--- src/sv/upe_pkg.sv ---
// ----------------------------------------------------------------------------
// upe_pkg
// Types, constants and helper functions shared by the URL percent encoder.
// ----------------------------------------------------------------------------
`timescale 1ns / 1ps

package upe_pkg;

  // Configuration register indexes.
  localparam logic CFG_UPPER_CASE   = 1'b0;
  localparam logic CFG_BUF_CAPACITY = 1'b1;

  // Register reset values.
  localparam logic        UPPER_CASE_RESET   = 1'b1;
  localparam logic [15:0] BUF_CAPACITY_RESET = 16'd256;

  // Depth of the command queue between the front and back halves.
  localparam int QDEPTH = 4;
  localparam int QPTR_W = $clog2(QDEPTH);
  localparam int QCNT_W = $clog2(QDEPTH + 1);

  // Character constants.
  localparam logic [7:0] CH_MINUS   = 8'h2D;
  localparam logic [7:0] CH_DOT     = 8'h2E;
  localparam logic [7:0] CH_TILDE   = 8'h7E;
  localparam logic [7:0] CH_PLUS    = 8'h2B;
  localparam logic [7:0] CH_PERCENT = 8'h25;
  localparam logic [7:0] CH_SPACE   = 8'h20;
  localparam logic [7:0] CH_NUL     = 8'h00;

  // Kind of work handed from the front to the back.
  typedef enum logic [1:0] {
    CMD_PLAIN = 2'd0,
    CMD_ESC   = 2'd1,
    CMD_TERM  = 2'd2
  } cmd_kind_t;

  typedef struct packed {
    cmd_kind_t  kind;
    logic [7:0] data;
    logic       upper;
    logic       trunc;
  } cmd_t;

  // Output sequencer phase.
  typedef enum logic [1:0] {
    PH_FIRST  = 2'd0,
    PH_HEX_HI = 2'd1,
    PH_HEX_LO = 2'd2
  } phase_t;

  // Queue status seen by the front.
  typedef struct packed {
    logic full;
    logic empty;
  } q_status_t;

  // ASCII hex digit of a nibble, letter case selectable.
  function automatic logic [7:0] hex_char(input logic [3:0] nib, input logic upper);
    logic [7:0] base;
    base = upper ? 8'h41 : 8'h61;
    if (nib >= 4'hA) begin
      hex_char = base + {4'd0, nib} - 8'd10;
    end else begin
      hex_char = 8'h30 + {4'd0, nib};
    end
  endfunction

  // Bytes that pass through unescaped (C locale letters, digits, - . ~).
  function automatic logic passes_plain(input logic [7:0] c);
    passes_plain = (c >= 8'h41 && c <= 8'h5A) || (c >= 8'h61 && c <= 8'h7A) ||
                   (c >= 8'h30 && c <= 8'h39) || c == CH_MINUS ||
                   c == CH_DOT || c == CH_TILDE;
  endfunction

endpackage

--- src/sv/upe_front.sv ---
// ----------------------------------------------------------------------------
// upe_front
// Accepts input transactions, checks them against the buffer capacity and
// queues one command for each transaction that produces output.
// ----------------------------------------------------------------------------
`timescale 1ns / 1ps

module upe_front import upe_pkg::*; (
  input  logic        clk,
  input  logic        rst,
  input  logic        upper_case,
  input  logic [15:0] buf_capacity,
  input  logic        in_valid,
  output logic        in_ready,
  input  logic        in_end,
  input  logic [7:0]  in_byte,
  input  q_status_t   q_status,
  output logic        push,
  output cmd_t        push_cmd
);

  logic [15:0] written_count;
  logic [15:0] written_count_next;
  logic        stopped;
  logic        stopped_next;
  logic [15:0] room;
  logic        accept;
  logic        esc_fits;
  logic        plain_ok;

  assign in_ready = !q_status.full;
  assign accept   = in_valid && in_ready;

  // Space left for text, one byte kept for the terminator.
  assign room     = (buf_capacity == 16'd0) ? 16'd0 : buf_capacity - 16'd1;
  assign esc_fits = ({1'b0, written_count} + 17'd3) <= {1'b0, room};
  assign plain_ok = passes_plain(in_byte) || in_byte == CH_SPACE;

  // Classify the transaction and update the running count.
  always_comb begin
    written_count_next = written_count;
    stopped_next       = stopped;
    push               = 1'b0;
    push_cmd.kind      = CMD_PLAIN;
    push_cmd.data      = (in_byte == CH_SPACE) ? CH_PLUS : in_byte;
    push_cmd.upper     = upper_case;
    push_cmd.trunc     = stopped;
    if (accept) begin
      if (in_end) begin
        push               = 1'b1;
        push_cmd.kind      = CMD_TERM;
        written_count_next = 16'd0;
        stopped_next       = 1'b0;
      end else if (stopped || written_count >= room) begin
        stopped_next = 1'b1;
      end else if (plain_ok) begin
        push               = 1'b1;
        written_count_next = written_count + 16'd1;
      end else if (!esc_fits) begin
        stopped_next = 1'b1;
      end else begin
        push               = 1'b1;
        push_cmd.kind      = CMD_ESC;
        push_cmd.data      = in_byte;
        written_count_next = written_count + 16'd3;
      end
    end
  end

  always_ff @(posedge clk) begin
    if (rst) begin
      written_count <= 16'd0;
      stopped       <= 1'b0;
    end else begin
      written_count <= written_count_next;
      stopped       <= stopped_next;
    end
  end

endmodule

--- src/sv/upe_queue.sv ---
// ----------------------------------------------------------------------------
// upe_queue
// Small command FIFO that decouples the classifier from the output sequencer.
// ----------------------------------------------------------------------------
`timescale 1ns / 1ps

module upe_queue import upe_pkg::*; (
  input  logic      clk,
  input  logic      rst,
  input  logic      push,
  input  cmd_t      push_cmd,
  input  logic      pop,
  output cmd_t      head,
  output q_status_t status
);

  cmd_t              entries [QDEPTH];
  logic [QPTR_W-1:0] wr_ptr;
  logic [QPTR_W-1:0] rd_ptr;
  logic [QCNT_W-1:0] count;
  logic              do_push;
  logic              do_pop;

  assign status.full  = (count == QCNT_W'(QDEPTH));
  assign status.empty = (count == '0);
  assign do_push      = push && !status.full;
  assign do_pop       = pop && !status.empty;
  assign head         = entries[rd_ptr];

  // Entry storage.
  always_ff @(posedge clk) begin
    if (do_push) begin
      entries[wr_ptr] <= push_cmd;
    end
  end

  // Pointers and fill level.
  always_ff @(posedge clk) begin
    if (rst) begin
      wr_ptr <= '0;
      rd_ptr <= '0;
      count  <= '0;
    end else begin
      if (do_push) begin
        wr_ptr <= wr_ptr + QPTR_W'(1);
      end
      if (do_pop) begin
        rd_ptr <= rd_ptr + QPTR_W'(1);
      end
      if (do_push && !do_pop) begin
        count <= count + QCNT_W'(1);
      end else if (do_pop && !do_push) begin
        count <= count - QCNT_W'(1);
      end
    end
  end

endmodule

--- src/sv/upe_back.sv ---
// ----------------------------------------------------------------------------
// upe_back
// Expands queued commands into output bytes, one per cycle while commands are
// queued and the output is not stalled, through a registered output stage.
// ----------------------------------------------------------------------------
`timescale 1ns / 1ps

module upe_back import upe_pkg::*; (
  input  logic       clk,
  input  logic       rst,
  input  cmd_t       head,
  input  logic       head_valid,
  output logic       pop,
  output logic       out_valid,
  input  logic       out_ready,
  output logic [7:0] out_byte,
  output logic       out_last,
  output logic       out_term,
  output logic       out_trunc
);

  phase_t     phase;
  phase_t     phase_next;
  logic       step;
  logic       out_valid_next;
  logic [7:0] out_byte_next;
  logic       out_last_next;
  logic       out_term_next;
  logic       out_trunc_next;

  // The output register takes a new byte whenever a command is queued and the register is empty or being drained.
  assign step = head_valid && (!out_valid || out_ready);

  // Next phase and the byte produced for the head command.
  always_comb begin
    phase_next     = phase;
    pop            = 1'b0;
    out_valid_next = out_valid && !out_ready;
    out_byte_next  = out_byte;
    out_last_next  = out_last;
    out_term_next  = out_term;
    out_trunc_next = out_trunc;
    if (step) begin
      out_valid_next = 1'b1;
      out_term_next  = 1'b0;
      out_trunc_next = 1'b0;
      out_last_next  = 1'b0;
      case (phase)
        PH_FIRST: begin
          case (head.kind)
            CMD_TERM: begin
              out_byte_next  = CH_NUL;
              out_last_next  = 1'b1;
              out_term_next  = 1'b1;
              out_trunc_next = head.trunc;
              pop            = 1'b1;
            end
            CMD_ESC: begin
              out_byte_next = CH_PERCENT;
              phase_next    = PH_HEX_HI;
            end
            default: begin
              out_byte_next = head.data;
              out_last_next = 1'b1;
              pop           = 1'b1;
            end
          endcase
        end
        PH_HEX_HI: begin
          out_byte_next = hex_char(head.data[7:4], head.upper);
          phase_next    = PH_HEX_LO;
        end
        PH_HEX_LO: begin
          out_byte_next = hex_char(head.data[3:0], head.upper);
          out_last_next = 1'b1;
          pop           = 1'b1;
          phase_next    = PH_FIRST;
        end
        default: begin
          phase_next = PH_FIRST;
        end
      endcase
    end
  end

  // Phase and output valid.
  always_ff @(posedge clk) begin
    if (rst) begin
      phase     <= PH_FIRST;
      out_valid <= 1'b0;
    end else begin
      phase     <= phase_next;
      out_valid <= out_valid_next;
    end
  end

  // Output payload.
  always_ff @(posedge clk) begin
    out_byte  <= out_byte_next;
    out_last  <= out_last_next;
    out_term  <= out_term_next;
    out_trunc <= out_trunc_next;
  end

endmodule

--- src/sv/url_percent_encoder.sv ---
// ----------------------------------------------------------------------------
// url_percent_encoder
// Streaming URL percent encoder with a bounded output buffer.
// ----------------------------------------------------------------------------
//  Channel   Direction  Transaction fields
//  s_axis    in         tlast = end_marker, tdata = data_byte
//  m_axis    out        tdata = out_byte, tlast = run_last,
//                       tuser = {truncated, is_terminator}
//  cfg       in         index 0 upper_case, index 1 buf_capacity
//
// An input transaction is classified in the cycle it is accepted and its
// command queued; the sequencer gives one byte per cycle while the output is
// not stalled: one for a plain byte or terminator, three for an escaped byte.
// Input is accepted every cycle while the 4-entry command queue has room.
// Reset (synchronous) clears the count, the stop flag, the queue and the
// output register, and loads upper_case = 1 and buf_capacity = 256.
// Either side may stall without losing or repeating a transaction.
// ----------------------------------------------------------------------------
`timescale 1ns / 1ps

module url_percent_encoder import upe_pkg::*; (
  input  logic        clk,
  input  logic        rst,
  input  logic        s_axis_tvalid,
  output logic        s_axis_tready,
  input  logic [7:0]  s_axis_tdata,   // [7:0] data_byte
  input  logic        s_axis_tlast,
  output logic        m_axis_tvalid,
  input  logic        m_axis_tready,
  output logic [7:0]  m_axis_tdata,   // [7:0] out_byte
  output logic        m_axis_tlast,
  output logic [1:0]  m_axis_tuser,   // [0] is_terminator, [1] truncated
  input  logic        cfg_we,
  input  logic        cfg_index,
  input  logic [15:0] cfg_data
);

  logic        upper_case;
  logic [15:0] buf_capacity;
  logic        push;
  cmd_t        push_cmd;
  logic        pop;
  cmd_t        head;
  q_status_t   q_status;
  logic        is_term;
  logic        trunc;

  // Configuration registers.
  always_ff @(posedge clk) begin
    if (rst) begin
      upper_case   <= UPPER_CASE_RESET;
      buf_capacity <= BUF_CAPACITY_RESET;
    end else if (cfg_we) begin
      case (cfg_index)
        CFG_UPPER_CASE:   upper_case   <= cfg_data[0];
        CFG_BUF_CAPACITY: buf_capacity <= cfg_data;
        default: begin
        end
      endcase
    end
  end

  upe_front u_front (
    .clk          (clk),
    .rst          (rst),
    .upper_case   (upper_case),
    .buf_capacity (buf_capacity),
    .in_valid     (s_axis_tvalid),
    .in_ready     (s_axis_tready),
    .in_end       (s_axis_tlast),
    .in_byte      (s_axis_tdata),
    .q_status     (q_status),
    .push         (push),
    .push_cmd     (push_cmd)
  );

  upe_queue u_queue (
    .clk      (clk),
    .rst      (rst),
    .push     (push),
    .push_cmd (push_cmd),
    .pop      (pop),
    .head     (head),
    .status   (q_status)
  );

  upe_back u_back (
    .clk        (clk),
    .rst        (rst),
    .head       (head),
    .head_valid (!q_status.empty),
    .pop        (pop),
    .out_valid  (m_axis_tvalid),
    .out_ready  (m_axis_tready),
    .out_byte   (m_axis_tdata),
    .out_last   (m_axis_tlast),
    .out_term   (is_term),
    .out_trunc  (trunc)
  );

  assign m_axis_tuser = {trunc, is_term};

endmodule

--- config.mk ---
export PLATFORM = sky130hd
export DESIGN_NAME = url_percent_encoder
export DESIGN_NICKNAME = d
export VERILOG_FILES = /design/src/sv/upe_pkg.sv /design/src/sv/upe_front.sv /design/src/sv/upe_queue.sv /design/src/sv/upe_back.sv /design/src/sv/url_percent_encoder.sv
export SDC_FILE = /design/constraint.sdc
export NUM_CORES = 1
export LEC_CHECK = 0
export CAP_MARGIN = 25
export CORE_MARGIN = 2
export CORE_UTILIZATION = 36
export CTS_BUF_LIST = sky130_fd_sc_hd__clkbuf_16
export DETAILED_ROUTE_END_ITERATION = 10
export DONT_BUFFER_PORTS = 1
export PLACE_DENSITY = 0.62
export SYNTH_ARGS = -nofsm -noshare
export SYNTH_HDL_FRONTEND = slang
export SYNTH_SLANG_ARGS = --single-unit
--- constraint.sdc ---
create_clock -name clk -period 5.77 [get_ports clk]
set_input_delay 0.577 -clock clk [delete_from_list [all_inputs] [get_ports clk]]
set_output_delay 0.577 -clock clk [all_outputs]
set_load 0.05 [all_outputs]
Word level (Yosys, flattened, before mapping)
Memory sizes are Yosys's and may differ from the RTL's. A register that Yosys moved wholly into a read port is not among the register bits.
Index checks and enable logic that the tools add are counted.
Word-level totals
  memories: 1
  logic and storage cells: 128
  RAM bits: 48
  output and inout port bits: 13
  bits of input ports: 31
  flip-flop bits (word level): 55
Memory list
  u_queue.entries: words 4, width 12, rd ports 1, clocked after Yosys merged registers in 1, write ports 1, RTL line upe_queue.sv:17  | cmd_t entries [QDEPTH];
Cells by class
  bitwise gates (word level): 1
  muxes and demuxes: 39
  add/sub/neg operators: 14
  reductions and logical operators: 37
  $lt $le $gt $ge: 10
  equal/unequal tests: 13
Operators with widths (count)
  2-to-1 mux 16 bit: 5
  2-to-1 mux 8 bit: 4
  2-to-1 mux 10 bit: 3
  == test 8 x 6 -> 1 bit (second input constant): 3
  one-hot mux 8 bit (3 select lines): 1
  adder 16 x 2 -> 17 bit (second input constant): 1
  <= comparator 17 x 16 -> 1 bit: 1
  adder 16 x 1 -> 16 bit (second input constant): 1
  adder 16 x 2 -> 16 bit (second input constant): 1
  adder 8 x 4 -> 8 bit: 2
  >= comparator 16 bit: 1
  >= comparator 8 x 7 -> 1 bit (second input constant): 2
  <= comparator 8 x 7 -> 1 bit (second input constant): 2
  zero test 16 bit: 1
  one-hot mux 8 bit (2 select lines): 1
  subtractor 16 x 1 -> 16 bit (second input constant): 1
  subtractor 8 x 4 -> 8 bit (second input constant): 2
  2-to-1 mux 1 bit: 15
  adder 6 x 4 -> 7 bit (first input constant): 2
  logical AND 1 bit: 10
  AND reduction 2 bit: 5
  2-to-1 mux 9 bit: 1
  == test 8 x 7 -> 1 bit (second input constant): 1
  >= comparator 4 bit (second input constant): 2
  23 further kinds: 46

Logic depth before layout (Yosys ltp)
Gate-level depths: netlist of the first run.
  word-level depth: 17
  mapped depth: 23

By module
From an unflattened synthesis of the first run, not the netlist that was laid out.
Second synthesis, totals
  cell total of the unflattened synthesis: 627
  area, all modules: 6452.4 um2
Modules (own cells, without submodules)
  upe_front: cells an instance 322, instances 1, seq. area each 340.3 um2, area each 2356.0 um2
  upe_queue: cells an instance 110, instances 1, seq. area each 1621.6 um2, area each 2198.4 um2
  upe_back: cells an instance 113, instances 1, seq. area each 390.4 um2, area each 1067.3 um2
  url_percent_encoder: cells an instance 82, instances 1, seq. area each 340.3 um2, area each 830.8 um2

Least setup slack after synthesis of the first run
OpenSTA, ideal clock, no wires.
  kind: register to register
  start point: register buf_capacity[0]
  end point: register u_queue.count[2]
  period minus slack after synthesis: 4.572 ns
  arrival time: 4.501 ns
  required time: 5.700 ns
  stages on the path, launching flop included: 24
  slack: 1.198 ns
  path through: dfxtp_1 > inv_1 > ha_1 > nand2_1 > nor2_1 > and3_1 > nand2_1 > clkbuf_1 > nand2_1 > ha_1 > a21oi_1 > nand2_1 > a2111oi_0 > o41ai_1 > a2111oi_2 > o221ai_2 > buf_6 > inv_1 > ha_1 > inv_1 > fa_1 > xor2_1 > or3_1 > a21oi_1
Between the ends
  word-level cells in the longest chain between the ends: 12
  elaborated cells between the ends (all ways): 17
  those cells by class: 1 x add/sub; 2 x order compare; 7 x mux; 7 x reduce/logical
Ends and longest elaborated chain
  from (decl): RTL line url_percent_encoder.sv:39  | logic [15:0] buf_capacity;
  from (signal assigned): RTL line url_percent_encoder.sv:56  | CFG_BUF_CAPACITY: buf_capacity <= cfg_data;
  subtractor 16 x 1 -> 16 bit or zero test 16 bit (tied branches): RTL line upe_front.sv:35  | assign room = (buf_capacity == 16'd0) ? 16'd0 : buf_capacity - 16'd1;
  2-to-1 mux 16 bit *: RTL line upe_front.sv:35
  <= comparator 17 x 16 -> 1 bit: RTL line upe_front.sv:36  | assign esc_fits = ({1'b0, written_count} + 17'd3) <= {1'b0, room};
  2-to-1 mux 1 bit: RTL line upe_front.sv:59  | end else if (!esc_fits) begin
  2-to-1 mux 1 bit: RTL line upe_front.sv:56  | end else if (plain_ok) begin
  2-to-1 mux 1 bit *: RTL line upe_front.sv:54  | end else if (stopped || written_count >= room) begin
  2-to-1 mux 1 bit *: RTL line upe_front.sv:49  | if (in_end) begin
  2-to-1 mux 1 bit *: RTL line upe_front.sv:48  | if (accept) begin
  logical AND 1 bit *: RTL line upe_queue.sv:26  | assign do_push = push && !status.full;
  net u_queue.do_push: RTL line upe_queue.sv:21  | logic do_push;
  zero test 1 bit: RTL line upe_queue.sv:52  | end else if (do_pop && !do_push) begin
  logical AND 1 bit: RTL line upe_queue.sv:52
  nonzero test 2 bit (no source line)
  to (signal assigned): RTL line upe_queue.sv:51  | count <= count + QCNT_W'(1);
  to (signal assigned): RTL line upe_queue.sv:53  | count <= count - QCNT_W'(1);
  to (decl): RTL line upe_queue.sv:20  | logic [QCNT_W-1:0] count;
The timed path passes the listed nets; every way through them passes the cells marked *.
A chain may end at the register's enable or synchronous reset.

Final worst setup path of the first run
Same ends and word-level chain as after synthesis.

==> results of run 1 <==
## through the flow
stage / area (sq um) / setup WS (ns)
after floorplan: 6030 / 1.20
after global placement: 6180 / 0.950
after detailed placement: 6180 / 0.787
after CTS: 6480 / 0.750
after global routing: 6480 / 0.232
final: 6480 / 0.746
## kinds of logic after synthesis
| family | synth area share |
|---|---|
| and+or+nand+nor | 0.173 |
| buffers and inverters | 0.0384 |
| DFF | 0.447 |
| muxes | 0.0515 |
| adders and majority gates | 0.113 |
| AOI/OAI and AO/OA | 0.127 |
| xor gates and xnor gates | 0.0509 |
## path summary, 6_finish.rpt
check / end / cells past startpoint / startpoint / slack (ns)
min reg2reg: buf_capacity[4]$_SDFFE_PP0P_ / 2 / buf_capacity[4]$_SDFFE_PP0P_ / 0.48
max: u_queue.count[2]$_SDFFE_PP0P_ / 21 / buf_capacity[0]$_SDFFE_PP0P_ / 0.75
min: buf_capacity[10]$_SDFFE_PP0P_ / 1 / rst / 0.28
max reg2reg: u_queue.count[2]$_SDFFE_PP0P_ / 21 / buf_capacity[0]$_SDFFE_PP0P_ / 0.75
## registers in the layout, summed over array words and instances, names as in the netlist, named ones only
register               cells
u_queue.wr_ptr             2
buf_capacity              16
u_back.out_term            1
u_back.out_last            1
u_front.written_count     16
u_front.stopped            1
u_queue.rd_ptr             2
upper_case                 1
u_back.out_valid           1
u_back.out_trunc           1
u_back.phase               2
u_back.out_byte            8
u_queue.entries           48
u_queue.count              3
## area by class of cell
class,count,area (sq um),share of cell area
Multi-Input combinational cell,437,3100,0.478
Inverter,26,97.6,0.0150
Sequential cell,105,2690,0.415
Timing Repair Buffer,1,7.51,0.00116
Clock inverter,7,83.8,0.0129
Tap cell,220,275,0.0424
Clock buffer,9,225,0.0347
## metal layers
metal,global-route usage,up-vias
met1,0.186,2068
met5,0,-
met2,0.256,95
li1,-,2124
met3,0.0369,22
met4,0.0573,2
## synthesized netlist by cell type, types with 4 or more instances
| cell | instances | area, sq um |
|---|---|---|
| nand2_1 | 76 | 285 |
| edfxtp_1 | 59 | 1770 |
| a21oi_1 | 53 | 265 |
| ha_1 | 51 | 638 |
| dfxtp_1 | 46 | 921 |
| nor2_1 | 33 | 124 |
| inv_1 | 26 | 97.6 |
| xnor2_1 | 21 | 184 |
| o21ai_0 | 19 | 95.1 |
| clkbuf_1 | 16 | 60.1 |
| or3_1 | 15 | 93.8 |
| xor2_1 | 14 | 123 |
| mux4_2 | 12 | 270 |
| nand3_1 | 11 | 55.1 |
| o21ai_1 | 11 | 55.1 |
| and2_1 | 10 | 62.6 |
| nor3_1 | 9 | 45.0 |
| nor2b_1 | 8 | 50.1 |
| or2_2 | 8 | 50.1 |
| and3_1 | 7 | 43.8 |
| nor4_1 | 6 | 37.5 |
| a211oi_1 | 5 | 37.5 |
| buf_4 | 5 | 37.5 |
| nand2b_1 | 5 | 31.3 |
| nand4_1 | 5 | 31.3 |
| or4_1 | 5 | 37.5 |
| a21o_1 | 4 | 30.0 |
| a22o_1 | 4 | 35.0 |
| mux2i_1 | 4 | 40.0 |
| nand3b_1 | 4 | 30.0 |
## power groups by stage
stage | clock [mW] | combinational, mW | sequential, mW
after CTS | 0.669 | 0.649 | 1.16
after floorplan | 0 | 0.582 | 1.11
after global routing | 0.700 | 0.729 | 1.17
final | 0.656 | 0.641 | 1.15
after global placement | 0 | 0.621 | 1.17
after detailed placement | 0 | 0.645 | 1.17
==> flow_summary_export.csv, run 1 <==
group,metric,value,unit
final_layout,final_util,0.394,
sta,finClkSkew,0.0140,ns
routing,wl_met2,6170,microns
setup_path,critPathArrivalTime,5.32,ns
power_and_ir_drop,power.total,2.45,mW
clock_tree,clkTransAtPathRegs,0.08,ns
setup_path,crit_path_end_kind,"register",
routing,firstDrtPassIters,5,
power_and_ir_drop,p_int,1.55,mW
setup_path,crit_slowest_cell,"a2111oi_2",
synthesis,async_flop_share,0,
power_and_ir_drop,seq_power_share,0.471,
power_and_ir_drop,combPwrFrac,0.262,
power_and_ir_drop,switchingPower,0.900,mW
grt,antenna_found_initial,1,
placed_design,io_buffers,0,
floorplan,rows,47,
synthesis,mappedNetlistNets,677,
clock_tree,numCtsBuffers,9,
synthesis,synth_area_per_cell,10.2,sq um
floorplan,ioPinCount,44,
routing,vias,4311,
routing,drcViolationCount,0,
routing,finalWirelength,12500,microns
status,run_status,"finished, final reports clean",
power_and_ir_drop,power-per-cell-area,378,nW/um^2
floorplan,die_y,133,microns
routing,wl_per_cell,15.6,microns
clock_tree,clock_latency,0.36,ns
sta,whs,0.278,ns
placed_design,gp_congestion,0.836,
setup_path,critPathMaxFanout,12,
sta,final-max-slew-violation-count,0,
final_layout,mostFrequentLayoutCell,"nand2_1",
clock_tree,numClockSinks,105,
setup_path,crit_family,"compound AO/OA/AOI/OAI gates",
final_layout,fin_cells,805,
grt,grt_overflow_total,0,
sta,finalSetupViolations,0,
final_layout,final_cell_mix,"nand2_1, edfxtp_1, a21oi_1",
setup_path,cp.required,6.06,ns
floorplan,die-area,17800,sq um
sta,slew_headroom,0.462,
setup_path,timing.critical_path.mode_cell,"nand2_1",
sta,finalCriticalPeriod,5.02,ns
final_layout,fin_nets,664,
synthesis,synth_edf_count,59,
synthesis,synth-main-ff-cell,"edfxtp_1",
sta,tns,0,ns
floorplan,die_w,133,microns
grt,track_usage,0.151,
routing,ant_nets,0,
final_layout,fill_cells,1625,
setup_path,path_class,"reg -> reg",
placed_design,post-dp-hpwl,9400,microns
final_layout,drive_gt1_frac,0.0735,
power_and_ir_drop,power.leakage,2.41,nW
clock_tree,clockBufferDepth,2,
grt,grt_pass1_wl,21300,microns
clock_tree,ctsResizeCount,0,
grt,first_global_vias,4279,
floorplan,core-area,16500,sq um
power_and_ir_drop,ir_drop,0.000193,V
synthesis,syn-cell-area,6030,sq um
setup_path,critPathMaxStageDelay,0.60,ns
setup_path,cp-start-kind,"register",
synthesis,synth_cells,593,
routing,wl_met3,570,microns
clock_tree,cts_hold_buf,0,
clock_tree,post_cts_buffers,0,
worst_hold_path,min_path_type,"in -> reg",
synthesis,ys_seq_elements,105,
synthesis,yosysUniqueCellTypes,57,
power_and_ir_drop,switching_share,0.367,
setup_path,path_cells,"inv_1 > ha_1 > nand2_1 > nor2_1 > and3_1 > nand2_1 > nand2_1 > ha_1 > a21oi_1 > nand2_1 > a2111oi_0 > o41ai_1 > a2111oi_2 > o221ai_2 > inv_1 > ha_1 > inv_1 > fa_1 > xor2_1 > or3_1 > a21oi_1",
final_layout,syn_to_final_growth,7.60,%
sta,fin_crit_sh,0.871,
sta,fmax,0.199,GHz
routing,highest_layer,"met5",
synthesis,yosys_warnings,0,
synthesis,ys_seq_area_frac,0.447,
clock_tree,cts_root_buf,"clkbuf_16",
clock_tree,htreeDepth,3,
clock_tree,cts_tree,"built",
final_layout,antenna_cells,0,
sta,rsz0062_at_grt,"no",
routing,met1_length,5520,microns
sta,hold_violations,0,
routing,viasPerCell,5.36,
routing,first_iter_violations,280,
placed_design,dp.cells,789,
sta,max_slew.worst_pin.slew,0.807,ns
floorplan,start_util,0.366,
grt,grt_max_degree,35,
job,cap_violations,0,
setup_path,worst-path-buf-inv,3,
power_and_ir_drop,p_clk_frac,0.268,
Power figures use the tool's default switching activity.
==> run 2, diff against run 1 <==
CTS_BUF_LIST = sky130_fd_sc_hd__clkbuf_8   (was sky130_fd_sc_hd__clkbuf_16)
==> run 2 against run 1 <==
Effect of this change:
- register-to-register slack about the same
- routed wire length about the same
- utilization decreased by 0.62 points
- power decreased by 6.5%
- die area unchanged
- maximum frequency about the same
- critical path type unchanged
- critical endpoint unchanged
- largest cell class unchanged
==> flow_summary_export.csv, run 2 (same netlist as run 1, synthesis figures left out) <==
group,metric,value,unit
clock_tree,htreeDepth,3,
power_and_ir_drop,switchingPower,0.878,mW
grt,first_global_vias,4261,
floorplan,die-area,17800,sq um
floorplan,start_util,0.366,
setup_path,crit_family,"compound AO/OA/AOI/OAI gates",
routing,ant_nets,0,
setup_path,path_cells,"inv_1 > ha_1 > nand2_1 > nor2_1 > and3_1 > nand2_1 > nand2_1 > ha_1 > a21oi_1 > nand2_1 > a2111oi_0 > o41ai_1 > a2111oi_2 > o221ai_2 > inv_1 > ha_1 > inv_1 > fa_1 > xor2_1 > or3_1 > a21oi_1",
floorplan,die_y,133,microns
clock_tree,cts_root_buf,"clkbuf_8",
clock_tree,numClockSinks,105,
routing,first_iter_violations,283,
sta,finalCriticalPeriod,5.02,ns
setup_path,critPathMaxStageDelay,0.59,ns
floorplan,rows,47,
power_and_ir_drop,p_clk_frac,0.217,
placed_design,place_area,6180,sq um
final_layout,largest_reg_flops,48,
final_layout,fin_nets,664,
grt,antenna_found_initial,1,
final_layout,stdcell_area,6380,sq um
setup_path,crit_path_end_kind,"register",
clock_tree,post_cts_buffers,0,
power_and_ir_drop,combPwrFrac,0.280,
sta,max_slew.worst_pin.slew,0.802,ns
sta,fin_crit_sh,0.870,
power_and_ir_drop,power-per-cell-area,359,nW/um^2
routing,finalWirelength,12500,microns
placed_design,dp.cells,789,
sta,slew_headroom,0.465,
grt,grt_max_degree,35,
grt,grt_overflow_total,0,
clock_tree,clkTransAtPathRegs,0.11,ns
setup_path,cp.required,6.09,ns
power_and_ir_drop,power.total,2.29,mW
clock_tree,cts_hold_buf,0,
job,cap_violations,0,
sta,rsz0062_at_grt,"no",
floorplan,die_w,133,microns
power_and_ir_drop,power.leakage,2.36,nW
clock_tree,cts_tree,"built",
placed_design,gp_congestion,0.836,
worst_hold_path,min_path_type,"in -> reg",
power_and_ir_drop,seq_power_share,0.503,
final_layout,syn_to_final_growth,5.92,%
setup_path,critPathMaxFanout,12,
final_layout,final_util,0.388,
setup_path,critPathArrivalTime,5.34,ns
final_layout,regMostFlops,"u_queue.entries",
final_layout,drive_gt1_frac,0.0735,
clock_tree,clockBufferDepth,2,
final_layout,mostFrequentLayoutCell,"nand2_1",
routing,vias,4290,
setup_path,path_class,"reg -> reg",
routing,wl_per_cell,15.5,microns
setup_path,worst-path-buf-inv,3,
placed_design,io_buffers,0,
final_layout,final_cell_mix,"nand2_1, edfxtp_1, a21oi_1",
clock_tree,ctsResizeCount,0,
power_and_ir_drop,switching_share,0.383,
power_and_ir_drop,ir_drop,0.000194,V
setup_path,timing.critical_path.mode_cell,"nand2_1",
sta,tns,0,ns
routing,firstDrtPassIters,4,
setup_path,cp-start-kind,"register",
floorplan,core-area,16500,sq um
grt,grt_pass1_wl,21200,microns
routing,viasPerCell,5.33,
clock_tree,numCtsBuffers,9,
final_layout,antenna_cells,0,
clock_tree,clock_latency,0.39,ns
final_layout,top_regs,"u_queue.entries: 48 flops, buf_capacity: 16 flops, u_front.written_count: 16 flops",
setup_path,crit_slowest_cell,"a2111oi_2",
sta,final-max-slew-violation-count,0,
status,run_status,"finished, final reports clean",
final_layout,fin_cells,805,
sta,finClkSkew,0.0194,ns
floorplan,ioPinCount,44,
placed_design,post-dp-hpwl,9400,microns
sta,fmax,0.199,GHz
power_and_ir_drop,p_int,1.41,mW
grt,track_usage,0.149,
routing,drcViolationCount,0,
sta,finalSetupViolations,0,
sta,hold_violations,0,
-- run 2: cell types whose count changed in the layout (fill, tap and decap cells not counted) --
cell       delta
clkbuf_16     -9
clkbuf_8      +9
-- run 2: path summary, 6_finish.rpt --
check | start | to | slack, ns | cells after the start
min reg2reg | buf_capacity[4]$_SDFFE_PP0P_ | buf_capacity[4]$_SDFFE_PP0P_ | 0.49 | 2
max | buf_capacity[0]$_SDFFE_PP0P_ | u_queue.count[2]$_SDFFE_PP0P_ | 0.75 | 21
min | rst | buf_capacity[10]$_SDFFE_PP0P_ | 0.25 | 1
max reg2reg | buf_capacity[0]$_SDFFE_PP0P_ | u_queue.count[2]$_SDFFE_PP0P_ | 0.75 | 21
-- run 2: metal layers --
layer  vias up  GRT usage  wire length [microns]
li1       2127          -                      -
met1      2080      0.185                   5610
met2        63      0.255                   6210
met3        18     0.0312                    409
met4         2     0.0591                    258
met5         -          0                     16
-- run 2: layout make-up --
cell class	instances	area, sq um
clock buffer	9	124
clock inverter	7	83.8
fill	1637	10100
inverter	26	97.6
multi-input combinational	437	3100
sequential	105	2690
tap	220	275
timing repair buffer	1	7.51
-- run 2: worst register-to-register path, stage by stage, from the launching register on --
cell       delay, ns
dfxtp_1         0.36
inv_1           0.07
ha_1            0.20
nand2_1         0.06
nor2_1          0.24
and3_1          0.28
nand2_1         0.24
nand2_1         0.18
ha_1            0.26
a21oi_1         0.15
nand2_1         0.07
a2111oi_0       0.41
o41ai_1         0.19
a2111oi_2       0.59
o221ai_2        0.16
inv_1           0.17
ha_1            0.21
inv_1           0.06
fa_1            0.43
xor2_1          0.17
or3_1           0.31
a21oi_1         0.14
-- run 2: power groups by stage --
stage / Sequential [mW] / Clock, mW / Combinational [mW]
after global placement: 1.17 / 0 / 0.621
after CTS: 1.16 / 0.512 / 0.649
after detailed placement: 1.17 / 0 / 0.645
final: 1.15 / 0.498 / 0.641
after floorplan: 1.11 / 0 / 0.582
after global routing: 1.17 / 0.539 / 0.729
-- run 2: through the flow --
step	hold slack [ns]	setup slack, ns
after floorplan	0.452	1.20
after global placement	0.470	0.950
after detailed placement	0.474	0.787
after CTS	0.231	0.740
after global routing	0.226	0.218
final	0.245	0.749
==> run 3, diff against run 2 <==
CORE_UTILIZATION = 30   (was 36)
PLACE_DENSITY = 0.56   (was 0.62)
==> run 3 against run 2 <==
Effect of this change:
- clock skew decreased by 0.0034 ns
- first-iteration DRC count fell by 6.0%
- maximum frequency decreased by 0.33%
- die area up 19%
==> flow_summary_export.csv, run 3 (same netlist as run 1, synthesis figures left out) <==
group,metric,value,unit
sta,setup_ws,0.733,ns
grt,grt-busiest-layer,"met2",
status,run_status,"finished, final reports clean",
grt,antenna_found_initial,0,
final_layout,antenna_cells,0,
final_layout,final_cell_mix,"nand2_1, edfxtp_1, a21oi_1",
sta,finalCriticalPeriod,5.04,ns
final_layout,fin_nets,664,
sta,slew_headroom,0.444,
clock_tree,clock_latency,0.38,ns
final_layout,mostFrequentLayoutCell,"nand2_1",
clock_tree,clkTransAtPathRegs,0.11,ns
setup_path,critPathMaxFanout,12,
final_layout,syn_to_final_growth,6.56,%
routing,vias,4316,
routing,viasPerCell,5.08,
final_layout,largest_reg_flops,48,
power_and_ir_drop,power.leakage,2.36,nW
placed_design,io_buffers,0,
floorplan,start_util,0.308,
setup_path,cp.required,6.08,ns
sta,max_slew.worst_pin.slew,0.833,ns
sta,fin_crit_sh,0.873,
grt,grt_use_met2,0.219,
sta,finalSetupViolations,0,
final_layout,regMostFlops,"u_queue.entries",
clock_tree,cts_root_buf,"clkbuf_8",
sta,hold_violations,0,
routing,ant_nets,0,
grt,use_met3,0.0279,
grt,track_usage,0.123,
routing,wl_per_cell,15.2,microns
setup_path,path_class,"reg -> reg",
clock_tree,ctsResizeCount,0,
placed_design,post-dp-hpwl,9850,microns
floorplan,die_w,146,microns
setup_path,startpoint,"buf_capacity[0]$_SDFFE_PP0P_",
routing,first_iter_violations,266,
floorplan,core-area,19600,sq um
grt,met1_usage,0.149,
clock_tree,htreeDepth,3,
sta,finClkSkew,0.0160,ns
grt,grt_overflow_total,0,
sta,final-max-slew-violation-count,0,
routing,drcViolationCount,0,
routing,finalWirelength,13000,microns
clock_tree,cts_hold_buf,0,
routing,firstDrtPassIters,4,
placed_design,gp_congestion,0.880,
clock_tree,cts_tree,"built",
job,cap_violations,0,
clock_tree,post_cts_buffers,0,
setup_path,cp-endpoint,"u_queue.count[2]$_SDFFE_PP0P_",
setup_path,rr_worst_depth,21,
sta,fmax,0.199,GHz
final_layout,drive_gt1_frac,0.0718,
final_layout,register_area,2690,sq um
power_and_ir_drop,power-per-cell-area,350,nW/um^2
floorplan,die_y,146,microns
grt,grt_pass1_wl,21000,microns
setup_path,r2r_start,"buf_capacity[0]$_SDFFE_PP0P_",
setup_path,cp-start-kind,"register",
floorplan,ioPinCount,44,
setup_path,rr_endpoint,"u_queue.count[2]$_SDFFE_PP0P_",
setup_path,r2r_slack,0.73,ns
final_layout,fill_cells,2004,
power_and_ir_drop,ir_drop,0.000123,V
setup_path,crit_path_end_kind,"register",
floorplan,die-area,21200,sq um
final_layout,multi_input_area,3100,sq um
setup_path,critPathArrivalTime,5.35,ns
grt,grt_max_degree,35,
floorplan,rows,51,
sta,tns,0,ns
placed_design,dp_slack,0.824,ns
final_layout,top_regs,"u_queue.entries: 48 flops, buf_capacity: 16 flops, u_front.written_count: 16 flops",
sta,rsz0062_at_grt,"no",
clock_tree,numClockSinks,105,
clock_tree,numCtsBuffers,9,
clock_tree,clockBufferDepth,2,
grt,first_global_vias,4172,
worst_hold_path,min_path_type,"in -> reg",
## run 3: routing by layer
metal,vias up,share of wire
li1,2124,-
met1,2099,0.45
met2,76,0.50
met3,17,0.033
met4,0,0.012
met5,-,0
## run 3: worst min-delay path by stage
stage | start | end | slack (ns) | cells past startpoint
floorplan | upper_case$_SDFFE_PP1P_ | u_queue.entries[0][1]$_DFFE_PP_ | 0.45 | 0
global placement | buf_capacity[4]$_SDFFE_PP0P_ | buf_capacity[4]$_SDFFE_PP0P_ | 0.47 | 2
detailed placement | buf_capacity[4]$_SDFFE_PP0P_ | buf_capacity[4]$_SDFFE_PP0P_ | 0.48 | 2
CTS | rst | buf_capacity[11]$_SDFFE_PP0P_ | 0.22 | 1
global route | rst | buf_capacity[11]$_SDFFE_PP0P_ | 0.22 | 1
finish | rst | buf_capacity[11]$_SDFFE_PP0P_ | 0.25 | 1
## run 3: worst max-delay path: stages (launching register included)
cell	delay, ns
dfxtp_1	0.37
inv_1	0.07
ha_1	0.20
nand2_1	0.06
nor2_1	0.25
and3_1	0.29
nand2_1	0.26
nand2_1	0.20
ha_1	0.27
a21oi_1	0.16
nand2_1	0.06
a2111oi_0	0.39
o41ai_1	0.17
a2111oi_2	0.55
o221ai_2	0.16
inv_1	0.18
ha_1	0.21
inv_1	0.07
fa_1	0.43
xor2_1	0.17
or3_1	0.31
a21oi_1	0.13
## run 3: per-stage QoR
step                      hold WS, ns  cells  utilization  power, mW  area (sq um)
final                           0.252    850        0.328       2.25          6420
after global routing            0.220    850        0.328       2.39          6420
after floorplan                 0.452    593            -       1.69          6030
after global placement          0.470    834        0.318       1.80          6230
after detailed placement        0.480    834        0.318       1.82          6230
after CTS                       0.217    850        0.328       2.27          6420
## run 3: power by group
| group | leakage [nW] | switching [mW] | internal [mW] |
|---|---|---|---|
| clock network | 0.100 | 0.283 | 0.167 |
| registers | 0.921 | 0.221 | 0.932 |
| logic | 1.34 | 0.376 | 0.272 |
| total | 2.36 | 0.879 | 1.37 |
## run 3: area by class of cell
class | instances | area share
Timing Repair Buffer | 1 | 0.00117
Sequential cell | 105 | 0.419
Clock inverter | 7 | 0.0103
Multi-Input combinational cell | 437 | 0.483
Inverter | 26 | 0.0152
Clock buffer | 9 | 0.0193
Tap cell | 265 | 0.0516
